`src/hdl/bbd_pkg.sv`:
```
`default_nettype none
package bbd_pkg;

  localparam int PIX_W        = 16;
  localparam int COMP_W       = 8;
  localparam int CFG_W        = 13;
  localparam int CFG_IDX_W    = 2;
  localparam int ROW_W        = 12;
  localparam int MAX_HEIGHT   = 4096;
  localparam int WIDTH_RESET  = 640;
  localparam int HEIGHT_RESET = 480;

  localparam logic [CFG_IDX_W-1:0] CFG_IDX_WIDTH  = 2'd0;
  localparam logic [CFG_IDX_W-1:0] CFG_IDX_HEIGHT = 2'd1;

  // {row odd, column odd} of a BGGR site
  typedef enum logic [1:0] {
    SITE_BLUE    = 2'b00,
    SITE_GREEN_B = 2'b01,
    SITE_GREEN_R = 2'b10,
    SITE_RED     = 2'b11
  } site_e;

  typedef struct packed {
    site_e            site;
    logic             has_left;
    logic             has_right;
    logic             has_up;
    logic             has_down;
    logic [PIX_W-1:0] ctr;
    logic [PIX_W-1:0] lft;
    logic [PIX_W-1:0] rgt;
    logic [PIX_W-1:0] up;
    logic [PIX_W-1:0] upleft;
    logic [PIX_W-1:0] down;
    logic [PIX_W-1:0] downright;
  } nbhd_t;

  typedef struct packed {
    logic [COMP_W-1:0] blue;
    logic [COMP_W-1:0] green;
    logic [COMP_W-1:0] red;
  } rgb_t;

endpackage
`default_nettype wire

```
`src/hdl/bbd_site_rules.sv`:
```
`default_nettype none
module bbd_site_rules
  import bbd_pkg::*;
(
  input  nbhd_t nb_i,
  output rgb_t  rgb_o
);

  logic [PIX_W-1:0] lv, rv, uv, dv;
  logic [PIX_W:0]   sum_rd, sum_lu;

  always_comb begin
    // missing edge neighbors fall back to the center sample
    lv = nb_i.has_left  ? nb_i.lft  : nb_i.ctr;
    rv = nb_i.has_right ? nb_i.rgt  : nb_i.ctr;
    uv = nb_i.has_up    ? nb_i.up   : nb_i.ctr;
    dv = nb_i.has_down  ? nb_i.down : nb_i.ctr;
    sum_rd = {1'b0, rv} + {1'b0, dv};
    sum_lu = {1'b0, lv} + {1'b0, uv};
    case (nb_i.site)
      SITE_BLUE: begin
        rgb_o.blue  = nb_i.ctr[PIX_W-1 -: COMP_W];
        rgb_o.green = sum_rd[PIX_W -: COMP_W];
        rgb_o.red   = (nb_i.has_right && nb_i.has_down) ?
                      nb_i.downright[PIX_W-1 -: COMP_W] : '0;
      end
      SITE_GREEN_B: begin
        rgb_o.green = nb_i.ctr[PIX_W-1 -: COMP_W];
        rgb_o.blue  = lv[PIX_W-1 -: COMP_W];
        rgb_o.red   = dv[PIX_W-1 -: COMP_W];
      end
      SITE_GREEN_R: begin
        rgb_o.green = nb_i.ctr[PIX_W-1 -: COMP_W];
        rgb_o.red   = lv[PIX_W-1 -: COMP_W];
        rgb_o.blue  = uv[PIX_W-1 -: COMP_W];
      end
      SITE_RED: begin
        rgb_o.red   = nb_i.ctr[PIX_W-1 -: COMP_W];
        rgb_o.green = sum_lu[PIX_W -: COMP_W];
        rgb_o.blue  = (nb_i.has_left && nb_i.has_up) ?
                      nb_i.upleft[PIX_W-1 -: COMP_W] : '0;
      end
      default: begin
        rgb_o = '0;
      end
    endcase
  end

endmodule
`default_nettype wire

```
`config.mk`:
```
export PLATFORM = sky130hd
export DESIGN_NAME = bbd_site_rules
export DESIGN_NICKNAME = d
export VERILOG_FILES = /design/src/hdl/bbd_pkg.sv /design/src/hdl/bbd_site_rules.sv
export SDC_FILE = /design/constraint.sdc
export NUM_CORES = 1
export LEC_CHECK = 0
export BUFFER_PORTS_ARGS = -buffer_cell sky130_fd_sc_hd__buf_4
export CORE_MARGIN = 5
export CORE_UTILIZATION = 52
export DETAILED_ROUTE_END_ITERATION = 8
export PLACE_DENSITY = 0.9
export SLEW_MARGIN = 40
export SYNTH_ARGS = -nofsm -noshare
export SYNTH_HDL_FRONTEND = slang
export SYNTH_SLANG_ARGS = --single-unit
```
`constraint.sdc`:
```
create_clock -name vclk -period 5.55
set_input_delay 0.2775 -clock vclk [all_inputs]
set_output_delay 0.2775 -clock vclk [all_outputs]
set_load 0.01 [all_outputs]
```
## Word-level counts from Yosys, hierarchy flattened

Index checks and enable logic that the tools add are counted.

| word-level totals | value |
|---|---|
| flip-flop bits (word level) | 0 |
| bits of input ports | 118 |
| output and inout bits | 24 |
| word-level logic and storage cells | 15 |

| operators by class | value |
|---|---|
| add/sub/neg operators | 2 |
| equality and inequality tests | 3 |
| muxes and demuxes | 7 |
| reduce and logical (&&, ||, !) cells | 3 |

Operator list:

| cell | count |
|---|---|
| $pmux W24 S4 | 1 |
| $mux W16 | 4 |
| $add A16 B16 Y17 | 2 |
| $mux W8 | 2 |
| $eq A2 B2 Y1 const B | 2 |
| $eq A2 B1 Y1 const B | 1 |
| $logic_and A1 B1 Y1 | 2 |
| $logic_not A2 Y1 | 1 |

## Longest topological paths before layout

Gate-level depths: netlist (run 1).

| depth | value |
|---|---|
| depth in word-level cells | 3 |
| mapped depth | 12 |
| mapped depth without buffers | 9 |

## Least setup slack after synthesis (run 1)

OpenSTA, ideal clock, no wires.

| timing path | value |
|---|---|
| path kind | input-to-output |
| start point | input nb_i[115] in the netlist's numbering |
| end point | output rgb_o[12] in the netlist's numbering |
| arrival | 3118 ps |
| required time | 5273 ps |
| setup slack | 2154 ps |
| cell stages on the path | 11 |
| cells stage by stage | buf_6 -> clkbuf_1 -> mux2_2 -> ha_1 -> nand3_1 -> or4_4 -> a21oi_2 -> a2111oi_4 -> nor2_1 -> mux2_2 -> nor4_1 |

RTL lines:

| item | line | source |
|---|---|---|
| from (decl) | bbd_site_rules.sv:5 | `input nbhd_t nb_i,` |
| to (decl) | bbd_site_rules.sv:6 | `output rgb_t rgb_o` |

==> results by group, run 1 <==
Route
  • DR vias/cell: 6.072
  • DRC: 0
  • Drt pass-1 iters: 4
  • DRT antenna net count: 0
  • Violation count after the first detailed-route iteration: 226
  • Final routed wire length divided by cell count: 18.01 microns
  • Detailed Route WL: slightly below 10000 microns
  • Via count: around 3400

STA
  • Minimum period implied by the final worst setup slack: 3409 ps
  • Maximum operating frequency: approximately 300 MHz
  • Fin crit share: 61.43%
  • Tightest Pin Transition: 652.0 ps
  • Hold Vio Cnt, Final: 0
  • Count of endpoints failing setup in the final report: 0
  • Normalized max-slew margin: 56.27%
  • Max-slew violations: 0
  • RSZ-0062 raised after global routing: no
  • Post-layout worst setup margin: approximately 2100 ps
  • Sum of negative setup slack: 0 ps

Critical path
  • Largest stage delay on the critical path: roughly 530 ps
  • CP Capture Type: output pin
  • Crit-path max FO: 19
  • End of the critical path: rgb_o[12]
  • Slowest cell on crit path: sky130_fd_sc_hd__or4_4
  • Arrival time of the worst setup path: about 3100 ps
  • Type of the worst setup path: in2out
  • Type of origin of the critical path: primary input
  • Cell breakdown of the critical path: buf_4 -> mux2_2 -> ha_1 -> nand3_1 -> or4_4 -> a21oi_2 -> a2111oi_4 -> nor2_1 -> mux2_2 -> nor4_1 -> buf_4
  • Required time worst endpoint: 5270 ps
  • Critical Path Source: nb_i[115]

Floorplan
  • I/O pin cnt: approximately 140
  • Chip Width: 82.16 microns
  • Overall die height: approximately 82 microns
  • Effective utilization at floorplan: 53.35%
  • Die Area: around 6800 sq um
  • Core Box Area: roughly 5100 sq um
  • Row count: 26

Worst hold path
  • HP Class: in2out

Global route
  • Final global-route overflow total: 0
  • Aggregate global-route resource usage: between 20 and 30%
  • Number of antenna violations at the first check in global routing: 0
  • Via count of the first global-routing pass: 3288
  • Wire length of the first global-routing pass: between 15000 and 20000 microns
  • Pin count of the biggest net entering global routing: 28

Placement
  • # port buffers: between 100 and 150
  • Final HPWL DP: between 8000 and 9000 microns
  • Worst slack after detailed placement: 2153 ps
  • Routability Congestion: between 0.9 and 1
  • Dpl cells: between 500 and 600

Final layout
  • Fill cell total of the finished layout: approximately 440
  • Share of cells above drive strength 1: about 40%
  • Clock buffer count in the final layout: 0
  • Final sequential cell count: 0
  • Count of nets after finishing: approximately 630
  • Final non-filler cell total: 552
  • Most frequent standard cell in the layout excluding fill and tap cells: sky130_fd_sc_hd__buf_4
  • Most frequent cells in the layout: sky130_fd_sc_hd__buf_4, sky130_fd_sc_hd__mux2_2, sky130_fd_sc_hd__a21oi_1, sky130_fd_sc_hd__nor2_1, sky130_fd_sc_hd__nand2_1
  • Sequential Area: 0 sq um
  • Fin util: 71.67%
  • Area growth from synthesis to layout: 34.33%
  • Diodes inserted: 0

Synthesis
  • Synthesized area: 2708 sq um
  • Warning count from the yosys run: 0
  • Cell types occupying the most area after synthesis: sky130_fd_sc_hd__mux2_2, sky130_fd_sc_hd__ha_1, sky130_fd_sc_hd__a21oi_1, sky130_fd_sc_hd__o21ai_0, sky130_fd_sc_hd__nor2_1
  • Post-synth top area share: a little under a quarter
  • Syn Inst Count: 380
  • Post-synthesis cell type count: 52
  • Cell taking the most area after synthesis: sky130_fd_sc_hd__mux2_2
  • Mapped Nets: 528
  • Avg Inst Size Synth: about 7.1 sq um
  • Register area share after synthesis: 0%

Power and ir drop
  • Power per Cell Area: between 100 and 150 nW/um^2
  • Maximum vdd ir drop: 0.06849 mV
  • Leakage power total: around 1.7 nW

CTS
  • PostCTS Resize Cnt: 0
  • Hold-fix buffer count after cts: 0
  • Number of buffers inserted to repair setup after CTS: 0

Job
  • MaxCap Viol Count: 0

Run status
  • Status: finished, final reports clean
how the worst min path moves through the flow:
stage / to / startpoint / slack [ps] / depth (start not counted)
after detailed placement: rgb_o[23] / nb_i[111] / 910 / 3
after CTS: rgb_o[23] / nb_i[111] / 910 / 3
after floorplan: rgb_o[16] / nb_i[104] / 700 / 1
after global placement: rgb_o[23] / nb_i[111] / 910 / 3
final: rgb_o[23] / nb_i[111] / 910 / 3
after global routing: rgb_o[17] / nb_i[105] / 930 / 3
final cells by class:
class | count | area [sq um] | share of cell area [%]
multi-input cells | 344 | 2555 | 70.24
repair buffers | 127 | 953.4 | 26.21
well taps | 70 | 87.58 | 2.408
inverters | 11 | 41.29 | 1.135
stage by stage:
stage,power [mW],hold WS (ps),area (sq um)
CTS,0.4372,912.3,3637
detailed placement,0.4347,912.6,3637
floorplan,0.2819,702.2,2708
global placement,0.4244,907.9,3637
global route,0.4838,931.1,3637
finish,0.4423,913.5,3637
layer usage:
| layer | up-vias | track usage (%) | part of all wire, % |
|---|---|---|---|
| met2 | 178 | 52.67 | 47 |
| met1 | 1499 | 33.42 | 41 |
| met4 | 0 | 7.309 | 2.1 |
| met5 | - | 0 | 0 |
| li1 | 1656 | - | - |
| met3 | 19 | 4.555 | 10 |
cells in the mapped netlist, types with 4 or more instances:
cell                       instances
sky130_fd_sc_hd__a21o_1            9
sky130_fd_sc_hd__nand4_1           5
sky130_fd_sc_hd__nor2_1           35
sky130_fd_sc_hd__a221oi_1          8
sky130_fd_sc_hd__inv_1            10
sky130_fd_sc_hd__nand2_1          34
sky130_fd_sc_hd__xnor2_1           6
sky130_fd_sc_hd__a21oi_1          47
sky130_fd_sc_hd__o22ai_1           4
sky130_fd_sc_hd__nand3_1           6
sky130_fd_sc_hd__and3_1            4
sky130_fd_sc_hd__o21ai_0          28
sky130_fd_sc_hd__ha_1             30
sky130_fd_sc_hd__o21a_1            8
sky130_fd_sc_hd__o211ai_1          4
sky130_fd_sc_hd__clkbuf_1         18
sky130_fd_sc_hd__nor2b_1           4
sky130_fd_sc_hd__o31ai_1           4
sky130_fd_sc_hd__mux2i_1           9
sky130_fd_sc_hd__mux2_2           57
critical path, delay by kind of cell:
family,cells,cell delay [ps]
adder cells (fa/ha/maj),1,310
AND/OR/NAND/NOR,4,1080
multiplexers,2,710
buffers and inverters,2,440
AO/OA/AOI/OAI,2,300
kinds of logic after synthesis:
kind of cell / after synthesis / share of synthesized area (%)
buffers and inverters: 36 / 5.637
and+or+nand+nor: 103 / 17.38
AOI/OAI and AO/OA: 137 / 33.50
xor gates and xnor gates: 8 / 2.588
adders and majority gates: 30 / 13.86
muxes: 66 / 27.03
power by group:
group          total [mW]  leakage (nW)  internal (mW)  switching, mW
sequential              0             0              0              0
combinational       0.442          1.66          0.215          0.228
clock                   0             0              0              0
total               0.442          1.66          0.215          0.228
(Power assumes the default switching activity.)
==> run 2, diff against run 1 <==
Settings changed: ABC_AREA from default to 1, CORE_UTILIZATION 52 to 49, PLACE_DENSITY 0.9 to 0.86.
Clock period 5.55 ns to 3.3 ns, I/O delays scaled along.
==> run 2 against run 1 <==
Final cell count rose by 34%. Synthesized cell count rose by 47%. Count of clock-buffer cells in the layout did not move. Non-clock buffer count did not move. Critical path type unchanged.
==> results by group, run 2 <==
CTS
  • Number of buffers inserted to repair setup after CTS: 0 (unchanged)
  • PostCTS Resize Cnt: 0 (unchanged)
  • Hold-fix buffer count after cts: 0 (unchanged)

Placement
  • # port buffers: 126 (unchanged)
  • Final HPWL DP: 8849 microns (was 8125 microns)
  • Routability Congestion: 0.9361 (was 0.9091)

STA
  • Fin crit share: between 70% and 80%
  • RSZ-0062 raised after global routing: no (unchanged)
  • Minimum period implied by the final worst setup slack: roughly 2400 ps
  • Maximum operating frequency: 412.1 MHz
  • Hold Vio Cnt, Final: 0 (unchanged)
  • Max-slew violations: 0 (unchanged)
  • Normalized max-slew margin: 49.04% (was 56.27%)
  • Sum of negative setup slack: 0 ps (unchanged)
  • Tightest Pin Transition: 761.6 ps (was 652.0 ps)
  • Count of endpoints failing setup in the final report: 0 (unchanged)

Global route
  • Pin count of the biggest net entering global routing: 34 (was 28)
  • Final global-route overflow total: 0 (unchanged)
  • Aggregate global-route resource usage: 27.62% (was 28.34%)
  • Wire length of the first global-routing pass: 16910 microns (was 15210 microns)
  • Number of antenna violations at the first check in global routing: 0 (unchanged)
  • Via count of the first global-routing pass: 3771 (was 3288)

Worst hold path
  • Number of stages on the worst hold path: 4 (was 3)
  • HP Class: in2out (unchanged)
  • Worst hold path startpoint: nb_i[44] (was nb_i[111])
  • End point of the most critical hold path: rgb_o[20] (was rgb_o[23])

Synthesis
  • Post-synthesis cell type count: 22 (was 52)
  • Leading cell type by number of instances after synthesis: sky130_fd_sc_hd__nand2_1 (was sky130_fd_sc_hd__mux2_2)
  • Post-synth top cells: sky130_fd_sc_hd__nand2_1, sky130_fd_sc_hd__o21ai_0, sky130_fd_sc_hd__nand3_1 (was sky130_fd_sc_hd__mux2_2, sky130_fd_sc_hd__a21oi_1, sky130_fd_sc_hd__nor2_1)
  • Warning count from the yosys run: 0 (unchanged)
  • Syn Inst Count: 559 (was 380)
  • Complex-gate fraction of the synthesized area: 26.30% (was 33.50%)
  • Fraction of the mapped netlist area in simple logic gates: 49.82% (was 17.38%)
  • Cell types occupying the most area after synthesis: sky130_fd_sc_hd__nand2_1, sky130_fd_sc_hd__ha_1, sky130_fd_sc_hd__o21ai_0, sky130_fd_sc_hd__nand3_1, sky130_fd_sc_hd__inv_1 (was sky130_fd_sc_hd__mux2_2, sky130_fd_sc_hd__ha_1, sky130_fd_sc_hd__a21oi_1, sky130_fd_sc_hd__o21ai_0, sky130_fd_sc_hd__nor2_1)
  • Xor and xnor fraction of the mapped netlist area: 0% (was 2.588%)
  • Mux contribution to synthesized area: 0% (was 27.03%)
  • Synthesized area: 2735 sq um (was 2708 sq um)
  • Avg Inst Size Synth: 4.893 sq um (was 7.125 sq um)
  • Mapped Nets: 707 (was 528)
  • Adder-cell share of the synthesized area: 13.72% (was 13.86%)
  • Dominant combinational cell family by area after synthesis: simple AND/OR/NAND/NOR gates (was compound AO/OA/AOI/OAI gates)
  • Register area share after synthesis: 0% (unchanged)
  • Cell taking the most area after synthesis: sky130_fd_sc_hd__nand2_1 (was sky130_fd_sc_hd__mux2_2)
  • Post-synth top area share: 29.23% (was 23.71%)

Route
  • Drt pass-1 iters: 7 (was 4)
  • Detailed Route WL: 10550 microns (was 9941 microns)
  • DRT antenna net count: 0 (unchanged)
  • Final routed wire length divided by cell count: 14.23 microns (was 18.01 microns)
  • DRC: 0 (unchanged)
  • Via count: 4073 (was 3352)
  • Violation count after the first detailed-route iteration: 221 (was 226)
  • DR vias/cell: 5.497 (was 6.072)

Power and ir drop
  • Sw frac: 57.93% (was 51.49%)
  • Proportion of power drawn by flip-flops and latches: 0% (about the same)
  • Power per Cell Area: 191.6 nW/um^2 (was 121.6 nW/um^2)
  • Gate power share: 100.0% (about the same)
  • Leakage power total: 2.052 nW (was 1.657 nW)
  • Internal Dissipation: 0.2997 mW (was 0.2146 mW)
  • Maximum vdd ir drop: 0.1093 mV (was 0.06849 mV)
  • Net load switching power: 0.4126 mW (was 0.2278 mW)
  • Fraction of power consumed by the clock network: 0% (about the same)
  • Final total power: 0.7122 mW (was 0.4423 mW)

Critical path
  • Arrival time of the worst setup path: 2260 ps (was 3130 ps)
  • Crit-path max FO: 32 (was 19)
  • Type of the worst setup path: in2out (unchanged)
  • CP Capture Type: output pin (unchanged)
  • Required time worst endpoint: 3130 ps (was 5270 ps)
  • Type of origin of the critical path: primary input (unchanged)

Final layout
  • Area growth from synthesis to layout: 35.91% (was 34.33%)
  • Count of nets after finishing: 819 (was 632)
  • Sequential Area: 0 sq um (unchanged)
  • Most frequent cells in the layout: sky130_fd_sc_hd__nand2_1, sky130_fd_sc_hd__buf_4, sky130_fd_sc_hd__o21ai_0, sky130_fd_sc_hd__nand3_1, sky130_fd_sc_hd__inv_1 (was sky130_fd_sc_hd__buf_4, sky130_fd_sc_hd__mux2_2, sky130_fd_sc_hd__a21oi_1, sky130_fd_sc_hd__nor2_1, sky130_fd_sc_hd__nand2_1)
  • Diodes inserted: 0 (unchanged)
  • Share of cells above drive strength 1: 19.58% (was 39.83%)
  • Most frequent standard cell in the layout excluding fill and tap cells: sky130_fd_sc_hd__nand2_1 (was sky130_fd_sc_hd__buf_4)
  • Clock buffer count in the final layout: 0 (unchanged)
  • Final sequential cell count: 0 (unchanged)

Job
  • MaxCap Viol Count: 0 (unchanged)

Floorplan
  • Die Area: 7176 sq um (was 6750 sq um)
  • Chip Width: 84.71 microns (was 82.16 microns)
  • Row count: 27 (was 26)
  • Overall die height: 84.71 microns (was 82.16 microns)
  • Core Box Area: 5473 sq um (was 5075 sq um)
  • I/O pin cnt: 142 (unchanged)
  • Effective utilization at floorplan: 49.98% (was 53.35%)

Run status
  • Status: finished, final reports clean (unchanged)
## run 2: cell type report
cell class,count,area [sq um]
fillers,520,1755
multi-input cells,487,2467
well taps,72,90.09
inverters,55,206.4
repair buffers,127,953.4
## run 2: routing by layer
metal | share of wire, % | vias up | track usage, % | wire length [microns]
li1 | - | 2106 | - | -
met1 | 44 | 1721 | 34.81 | 4627
met2 | 42 | 214 | 47.05 | 4456
met3 | 9.6 | 32 | 4.220 | 1011
met4 | 4.3 | 0 | 10.36 | 451
met5 | 0 | - | 0 | 0
## run 2: how the worst max path moves through the flow
stage / start / to / slack, ps / depth (start not counted)
global placement: nb_i[115] / rgb_o[13] / 940 / 11
global route: nb_i[115] / rgb_o[12] / 670 / 12
floorplan: nb_i[115] / rgb_o[8] / 1190 / 12
finish: nb_i[115] / rgb_o[14] / 870 / 12
CTS: nb_i[115] / rgb_o[14] / 920 / 12
detailed placement: nb_i[115] / rgb_o[14] / 950 / 12
## run 2: worst max-delay path, stage by stage
cell	delay, ps
sky130_fd_sc_hd__buf_4	210
sky130_fd_sc_hd__o21ai_0	450
sky130_fd_sc_hd__ha_1	360
sky130_fd_sc_hd__a21oi_1	200
sky130_fd_sc_hd__o21ai_0	170
sky130_fd_sc_hd__a21oi_1	220
sky130_fd_sc_hd__nand2_1	70
sky130_fd_sc_hd__nand2_1	50
sky130_fd_sc_hd__nand3_1	70
sky130_fd_sc_hd__nand2_1	90
sky130_fd_sc_hd__nand2_1	50
sky130_fd_sc_hd__buf_4	140
## run 2: power groups by stage
stage                     sequential, mW  combinational [mW]  clock (mW)
after floorplan                        0               0.440           0
after global placement                 0               0.689           0
after detailed placement               0               0.699           0
after CTS                              0               0.704           0
after global routing                   0               0.796           0
final                                  0               0.712           0
## run 2: logic make-up after synthesis
family,Yosys count
AOI/OAI and AO/OA,130
and+or+nand+nor,327
buffers and inverters,72
adders and majority gates,30
## run 2: through the flow
step	instances	hold slack [ps]	worst slack (ps)	cell area, sq um	util, %
finish	741	631.0	873.5	3717	67.92
CTS	741	631.5	924.5	3717	67.92
floorplan	559	466.8	1190	2735	-
global route	741	647.4	672.5	3717	67.92
global placement	741	618.4	939.5	3707	67.74
detailed placement	741	624.1	947.4	3717	67.92
==> run 3, diff against run 2 <==
Clock period 3.3 ns to 2.4 ns, I/O delays scaled along.
==> run 3 against run 2 <==
Setup slack worse by 700 ps. Worst hold slack worse by 98 ps. Die area unchanged. Design area up 1.6%. Critical path depth down 1. Via count up 1.1%. Combinational power up 40%. Count of clock-buffer cells in the layout unchanged. Critical endpoint is now rgb_o[13]. Highest routed layer unchanged.
==> results by group, run 3 (same netlist as run 2, synthesis figures left out) <==
CTS
  • Hold-fix buffer count after cts: 0 (unchanged)
  • PostCTS Resize Cnt: 0 (unchanged)
  • Number of buffers inserted to repair setup after CTS: 0 (unchanged)

STA
  • RSZ-0062 raised after global routing: no (unchanged)
  • Fin crit share: 92.78%
  • Minimum period implied by the final worst setup slack: 2227 ps
  • Maximum operating frequency: approximately 450 MHz
  • Sum of negative setup slack: 0 ps (unchanged)
  • Max-slew violations: 0 (unchanged)
  • Normalized max-slew margin: 46.78% (was 49.04%)
  • Post-layout worst setup margin: 173.4 ps (was 873.5 ps)
  • Tightest Pin Transition: 795.3 ps (was 761.6 ps)
  • Hold Vio Cnt, Final: 0 (unchanged)
  • Count of endpoints failing setup in the final report: 0 (unchanged)

Critical path
  • Arrival time of the worst setup path: 2110 ps (was 2260 ps)
  • Type of origin of the critical path: primary input (unchanged)
  • Type of the worst setup path: in2out (unchanged)
  • Required time worst endpoint: 2280 ps (was 3130 ps)
  • CP Capture Type: output pin (unchanged)
  • Crit-path max FO: 33 (was 32)

Run status
  • Status: finished, final reports clean (unchanged)

Power and ir drop
  • Net load switching power: 0.5712 mW (was 0.4126 mW)
  • Sw frac: 57.38% (was 57.93%)
  • Proportion of power drawn by flip-flops and latches: 0% (about the same)
  • Maximum vdd ir drop: 0.1525 mV (was 0.1093 mV)
  • Gate power share: 100.0% (about the same)
  • Fraction of power consumed by the clock network: 0% (about the same)
  • Internal Dissipation: 0.4243 mW (was 0.2997 mW)
  • Power per Cell Area: 263.5 nW/um^2 (was 191.6 nW/um^2)
  • Leakage power total: 2.093 nW (was 2.052 nW)

Route
  • Via count: 4117 (was 4073)
  • DR vias/cell: 5.497 (about the same)
  • Final routed wire length divided by cell count: 14.27 microns (was 14.23 microns)
  • DRT antenna net count: 0 (unchanged)
  • Violation count after the first detailed-route iteration: 267 (was 221)
  • Detailed Route WL: 10690 microns (was 10550 microns)
  • Drt pass-1 iters: 5 (was 7)
  • DRC: 0 (unchanged)

Global route
  • Final global-route overflow total: 0 (unchanged)
  • Number of antenna violations at the first check in global routing: 0 (unchanged)
  • Aggregate global-route resource usage: 28.74% (was 27.62%)
  • Pin count of the biggest net entering global routing: 34 (unchanged)
  • Via count of the first global-routing pass: 3830 (was 3771)
  • Wire length of the first global-routing pass: 17720 microns (was 16910 microns)

Floorplan
  • I/O pin cnt: 142 (unchanged)
  • Chip Width: 84.71 microns (unchanged)
  • Effective utilization at floorplan: 49.98% (unchanged)
  • Row count: 27 (unchanged)
  • Die Area: 7176 sq um (unchanged)
  • Core Box Area: 5473 sq um (unchanged)
  • Overall die height: 84.71 microns (unchanged)

Worst hold path
  • Number of stages on the worst hold path: 4 (unchanged)
  • Worst hold path startpoint: nb_i[41] (was nb_i[44])
  • HP Class: in2out (unchanged)
  • End point of the most critical hold path: rgb_o[17] (was rgb_o[20])

Final layout
  • Most frequent standard cell in the layout excluding fill and tap cells: sky130_fd_sc_hd__nand2_1 (unchanged)
  • Area growth from synthesis to layout: 38.11% (was 35.91%)
  • Clock buffer count in the final layout: 0 (unchanged)
  • Share of cells above drive strength 1: 20.24% (was 19.58%)
  • Count of nets after finishing: 827 (was 819)
  • Final sequential cell count: 0 (unchanged)
  • Diodes inserted: 0 (unchanged)
  • Sequential Area: 0 sq um (unchanged)
  • Fin util: 69.02% (was 67.92%)
  • Most frequent cells in the layout: sky130_fd_sc_hd__nand2_1, sky130_fd_sc_hd__buf_4, sky130_fd_sc_hd__o21ai_0, sky130_fd_sc_hd__nand3_1, sky130_fd_sc_hd__inv_1 (unchanged)

Placement
  • Worst slack after detailed placement: 214.2 ps (was 947.4 ps)
  • Routability Congestion: 0.9731 (was 0.9361)
  • Final HPWL DP: 9048 microns (was 8849 microns)
  • # port buffers: 126 (unchanged)

Job
  • MaxCap Viol Count: 0 (unchanged)
-- run 3: changes by cell type in the layout (fill, tap and decap cells not counted), sizes merged --
cell,before,now
buf,127,135
-- run 3: per-stage QoR --
stage / total power, mW / cell area [sq um] / instances / hold slack, ps
2_1_floorplan: 0.6051 / 2735 / 559 / 376.8
3_3_place_gp: 0.9617 / 3767 / 749 / 530.2
3_5_place_dp: 0.9735 / 3767 / 749 / 532.1
4_1_cts: 0.9797 / 3767 / 749 / 538.0
5_1_grt: 1.118 / 3777 / 749 / 541.5
6_report: 0.9954 / 3777 / 749 / 533.1
-- run 3: worst max path at each step --
| stage | end | depth (start not counted) | from |
|---|---|---|---|
| after CTS | rgb_o[13] | 11 | nb_i[112] |
| after detailed placement | rgb_o[13] | 11 | nb_i[112] |
| after global placement | rgb_o[13] | 11 | nb_i[112] |
| after global routing | rgb_o[13] | 11 | nb_i[114] |
| after floorplan | rgb_o[8] | 12 | nb_i[115] |
| final | rgb_o[13] | 11 | nb_i[114] |
-- run 3: power by group through the flow --
stage / Combinational (mW) / Sequential (mW) / Clock, mW
floorplan: 0.605 / 0 / 0
global placement: 0.962 / 0 / 0
detailed placement: 0.973 / 0 / 0
CTS: 0.980 / 0 / 0
global route: 1.12 / 0 / 0
finish: 0.995 / 0 / 0
-- run 3: layout make-up --
cell class         instances  area (sq um)
fillers                  540          1695
well taps                 72         90.09
multi-input cells        487          2460
repair buffers           135          1021
inverters                 55         206.4
-- run 3: layer usage --
layer,track usage (%),share of wire (%)
met1,36.54,44
met2,49.61,43
met3,5.005,9.5
met4,7.770,3.0
met5,0,0
-- run 3: worst max-delay path, cell delays in order --
cell                      delay, ps
sky130_fd_sc_hd__buf_4          270
sky130_fd_sc_hd__o21ai_0        150
sky130_fd_sc_hd__ha_1           400
sky130_fd_sc_hd__nand2_1        140
sky130_fd_sc_hd__o21ai_0        360
sky130_fd_sc_hd__a21oi_1        150
sky130_fd_sc_hd__nand2_1         90
sky130_fd_sc_hd__nand2_1         50
sky130_fd_sc_hd__nand3_1         90
sky130_fd_sc_hd__nand3_1        110
sky130_fd_sc_hd__buf_4          160
